$ cat src/hdl/bhq_pkg.sv
// Shared types and codes for the binary min-heap queue.
// Used by the channel interfaces, the storage cell and the top level.
package bhq_pkg;

  localparam int KEY_W = 64;

  typedef logic [KEY_W-1:0] key_t;

  localparam logic FN_PUSH = 1'b0;
  localparam logic FN_POP  = 1'b1;

  typedef enum logic [1:0] {
    ST_OK    = 2'd0,
    ST_EMPTY = 2'd1,
    ST_FULL  = 2'd2
  } status_t;

  // Operation broadcast to every cell at once.
  typedef struct packed {
    logic push;
    logic pop;
    key_t key;
  } cmd_t;

endpackage

$ cat src/hdl/bhq_cell.sv
// One slot of the sorted key chain: holds a key and its valid flag.
// Depends on bhq_pkg; neighbors exchange keys to insert or remove in place.
module bhq_cell (
  input  logic          clk,
  input  logic          rst_n,
  input  bhq_pkg::cmd_t cmd,
  input  bhq_pkg::key_t left_key,
  input  logic          left_vld,
  input  logic          left_le,
  input  bhq_pkg::key_t right_key,
  input  logic          right_vld,
  output bhq_pkg::key_t key,
  output logic          vld,
  output logic          le
);
  import bhq_pkg::*;

  key_t key_r;
  key_t key_nxt;
  logic vld_r;
  logic vld_nxt;
  logic le_w;

  // A valid key not above the incoming key stays; the chain stays sorted.
  assign le_w = vld_r && (key_r <= cmd.key);

  always_comb begin
    key_nxt = key_r;
    vld_nxt = vld_r;
    if (cmd.push) begin
      if (!le_w) begin
        if (left_le) begin
          key_nxt = cmd.key;
          vld_nxt = 1'b1;
        end else begin
          key_nxt = left_key;
          vld_nxt = left_vld;
        end
      end
    end else if (cmd.pop) begin
      key_nxt = right_key;
      vld_nxt = right_vld;
    end
  end

  always_ff @(posedge clk) begin
    if (!rst_n) begin
      vld_r <= 1'b0;
    end else begin
      vld_r <= vld_nxt;
    end
  end

  always_ff @(posedge clk) begin
    key_r <= key_nxt;
  end

  assign key = key_r;
  assign vld = vld_r;
  assign le  = le_w;

endmodule

$ cat config.mk
export PLATFORM = sky130hd
export DESIGN_NAME = bhq_cell
export DESIGN_NICKNAME = d
export VERILOG_FILES = /design/src/hdl/bhq_pkg.sv /design/src/hdl/bhq_cell.sv
export SDC_FILE = /design/constraint.sdc
export NUM_CORES = 1
export LEC_CHECK = 0
export ABC_AREA = 1
export BUFFER_PORTS_ARGS = -buffer_cell sky130_fd_sc_hd__buf_2
export CAP_MARGIN = 20
export CORE_ASPECT_RATIO = 0.6
export CORE_MARGIN = 3
export CORE_UTILIZATION = 50
export DETAILED_ROUTE_END_ITERATION = 10
export PLACE_DENSITY = 0.88
export SYNTH_ARGS = -nofsm -noshare
export SYNTH_HDL_FRONTEND = slang
export SYNTH_SLANG_ARGS = --single-unit
$ cat constraint.sdc
create_clock -name clk -period 6.1 [get_ports clk]
set_input_delay 0.305 -clock clk [delete_from_list [all_inputs] [get_ports clk]]
set_output_delay 0.305 -clock clk [all_outputs]
set_load 0.01 [all_outputs]
==> results.py <==
metrics = {
    "sta": {
        "skew_ns": 0.004996,
        "max_freq_ghz": 0.3034,
        "worst_pin_slew_ns": 0.9275,
        "finalHoldViolCount": 0,
        "slew_headroom_pct": 38.17,
        "setup_viol": 0,
        "tns_ns": 0,
        "rsz0062_at_grt": "false",
        "post-route-period-util_pct": 54.04,
        "hold_slack_ns": 0.2589,
        "finalMaxSlewViolations": 0,
        "min_period_ns": 3.296,
    },
    "critical_path": {
        "end_kind": "flip-flop",
        "arrival_ns": 3.28,
        "critPathLaunchType": "flip-flop",
        "critical_path_class": "flip-flop to flip-flop",
        "required_ns": 6.08,
        "crit_fanout": 39,
    },
    "yosys": {
        "ys_seq_area_share_pct": 39.10,
        "yosysMostFrequentCell": "nand2_1",
        "synth.area.top_cells": "edfxtp_1 (39%), ha_1 (16%), o21ai_0 (13%)",
        "ys_ff_latch": 65,
        "async_flop_share_pct": 0,
        "synth.top_cells.by_count": "nand2_1 (129), o21ai_0 (128), inv_1 (81), nor2_1 (81)",
        "synth_edf_count": 64,
        "syn_area_mm2": 0.004966,
        "yosys.area.top_type_share_pct": 38.70,
        "synth_cell_types": 25,
        "synthFlopType": "edfxtp_1",
        "synth.yosys.warnings": 0,
        "synth_top_area_cell": "edfxtp_1",
        "synth_cells": 639,
        "syn-num-nets": 902,
        "syn_area_per_cell_um2": 7.772,
    },
    "power_and_ir_drop": {
        "combPwrFrac_pct": 26.1,
        "finalPower_w": 0.001527,
        "p_clk_share_pct": 35.4,
        "p_sw_w": 0.0004453,
        "p_sw_share_pct": 29.16,
        "p_int_w": 0.001082,
        "vdd_drop_max_mv": 0.1775,
        "p_per_area_mw_per_mm2": 227.9,
        "power.leakage_nw": 3.540,
        "power_frac_seq_pct": 38.5,
    },
    "global_routing": {
        "antenna_found_initial": 0,
        "grt_pass1_vias": 4932,
        "grt_start_max_net_pins": 70,
        "grt_pass1_wl_um": 24060,
        "grt_overflow": 0,
        "grt_util_all_layers_pct": 26.59,
    },
    "detailed_routing": {
        "ant_nets": 0,
        "vias": 5239,
        "viasPerCell": 5.101,
        "drc": 0,
        "wl_per_cell_um": 14.89,
        "routed_wl_um": 15290,
        "drt-pass1-iter-count": 5,
        "drtIter0Drc": 271,
    },
    "cts": {
        "clkTransAtPathRegs_ns": 0.05,
        "cts_tree": "done",
        "cts.sinks": 65,
        "cts_buffers": 9,
        "cts.path.max_buffers": 2,
        "root_buffer": "clkbuf_16",
        "clock_latency_ns": 0.32,
        "cts_resized": 0,
        "cts_max_level": 3,
        "postCtsHoldBufs": 0,
        "post_cts_buffers": 0,
    },
    "layout": {
        "instances_no_fill": 1027,
        "final_nets": 1155,
        "final_cell_area_mm2": 0.006703,
        "drive_gt1_share_pct": 32.78,
        "n_antenna_cell": 0,
        "area_growth_pct": 34.97,
    },
    "place": {
        "portBuffers": 264,
        "gp_congestion": 0.8640,
        "place_area_mm2": 0.006391,
        "hpwl_um": 11810,
        "place_inst": 1011,
    },
    "floorplanning": {
        "start_util_pct": 52.69,
        "io_pins": 265,
        "core-area_mm2": 0.009425,
        "die_area_mm2": 0.01120,
        "rows": 27,
        "die_width_um": 134.7,
        "die_h_um": 83.20,
    },
    "min_path": {
        "min_path_type": "primary input to flip-flop",
    },
    "outcome": {
        "status": "completed",
    },
    "flow_run": {
        "maxCapViolations": 0,
    },
}
## through the flow
| stage | worst slack [ns] | utilization [%] |
|---|---|---|
| after floorplan | 2.636 | - |
| after global routing | 2.492 | 71.11 |
| after CTS | 2.727 | 71.11 |
| after detailed placement | 2.763 | 67.81 |
| after global placement | 2.812 | 67.60 |
| final | 2.804 | 71.11 |
## metal layers
layer | track usage, % | vias to the layer above | wire length, um
li1 | - | 2649 | -
met3 | 6.416 | 15 | 1371
met4 | 4.806 | 0 | 146
met2 | 43.54 | 236 | 7205
met5 | 0 | - | 0
met1 | 36.34 | 2339 | 6570
## cells in the final DEF (no fill, tap or decap)
cell type / n
clkinv_4: 1
bufinv_16: 2
a21oi_1: 29
a21o_1: 1
nor3_4: 1
o21ai_1: 6
nand3_1: 6
nor3_2: 2
buf_2: 264
o21a_1: 4
and2_2: 1
o21bai_1: 1
nand2_1: 129
nor3_1: 1
dfxtp_1: 1
ha_1: 64
nand4_1: 4
buf_4: 4
clkinv_2: 2
o22ai_1: 1
nor2_1: 81
o21ai_0: 128
clkbuf_1: 1
nand3b_1: 1
inv_2: 3
nand3_2: 3
inv_1: 80
edfxtp_1: 64
clkbuf_16: 9
clkinv_1: 1
buf_12: 1
or2_2: 1
## power by group through the flow
stage	Clock (W)	Sequential, W	Combinational [W]
final	0.000541	0.000587	0.000399
after global routing	0.000571	0.000593	0.000456
after CTS	0.000550	0.000587	0.000401
after detailed placement	0	0.000596	0.000398
after global placement	0	0.000592	0.000388
after floorplan	0	0.000618	0.000192
## kinds of logic (layout without fill, tap and decap cells)
logic type / after synthesis / count (layout) / synth area share, %
DFF: 65 / 65 / 39.10
buffers and inverters: 110 / 368 / 8.491
AOI/OAI and AO/OA: 170 / 170 / 17.46
and+or+nand+nor: 230 / 230 / 18.82
adders and majority gates: 64 / 64 / 16.13
## path summary, 6_finish.rpt
path,from,endpoint,slack (ns),depth (start not counted)
max reg2reg,key[43],key[55],2.80,13
min,right_key[23],key[23],0.26,3
min reg2reg,vld,vld,0.63,4
max,key[43],key[55],2.80,13
## worst max-delay path, cell delays in order (launching register included)
cell and delay (ns):
edfxtp_1 0.43, ha_1 0.32, nand2_1 0.05, inv_1 0.06, nand3_1 0.07, nor2_1 0.14, nand3b_1 0.16, nor3_2 0.18
nand2_1 0.07, nand2_1 0.05, nand2_1 0.07, nand3_2 0.07, and2_2 0.77, buf_4 0.49
## flip-flops by register name (all words and copies together) (netlist names)
register,flops
key,64
vld,1
## cell type report
type | instances | area (um2)
sequential | 65 | 1942
multi-input combinational | 464 | 2604
inverter | 83 | 311.5
fill | 767 | 2723
clock inverter | 6 | 82.58
clock buffer | 10 | 229.0
timing repair buffer | 269 | 1371
tap | 130 | 162.7
(Power assumes the default switching activity.)
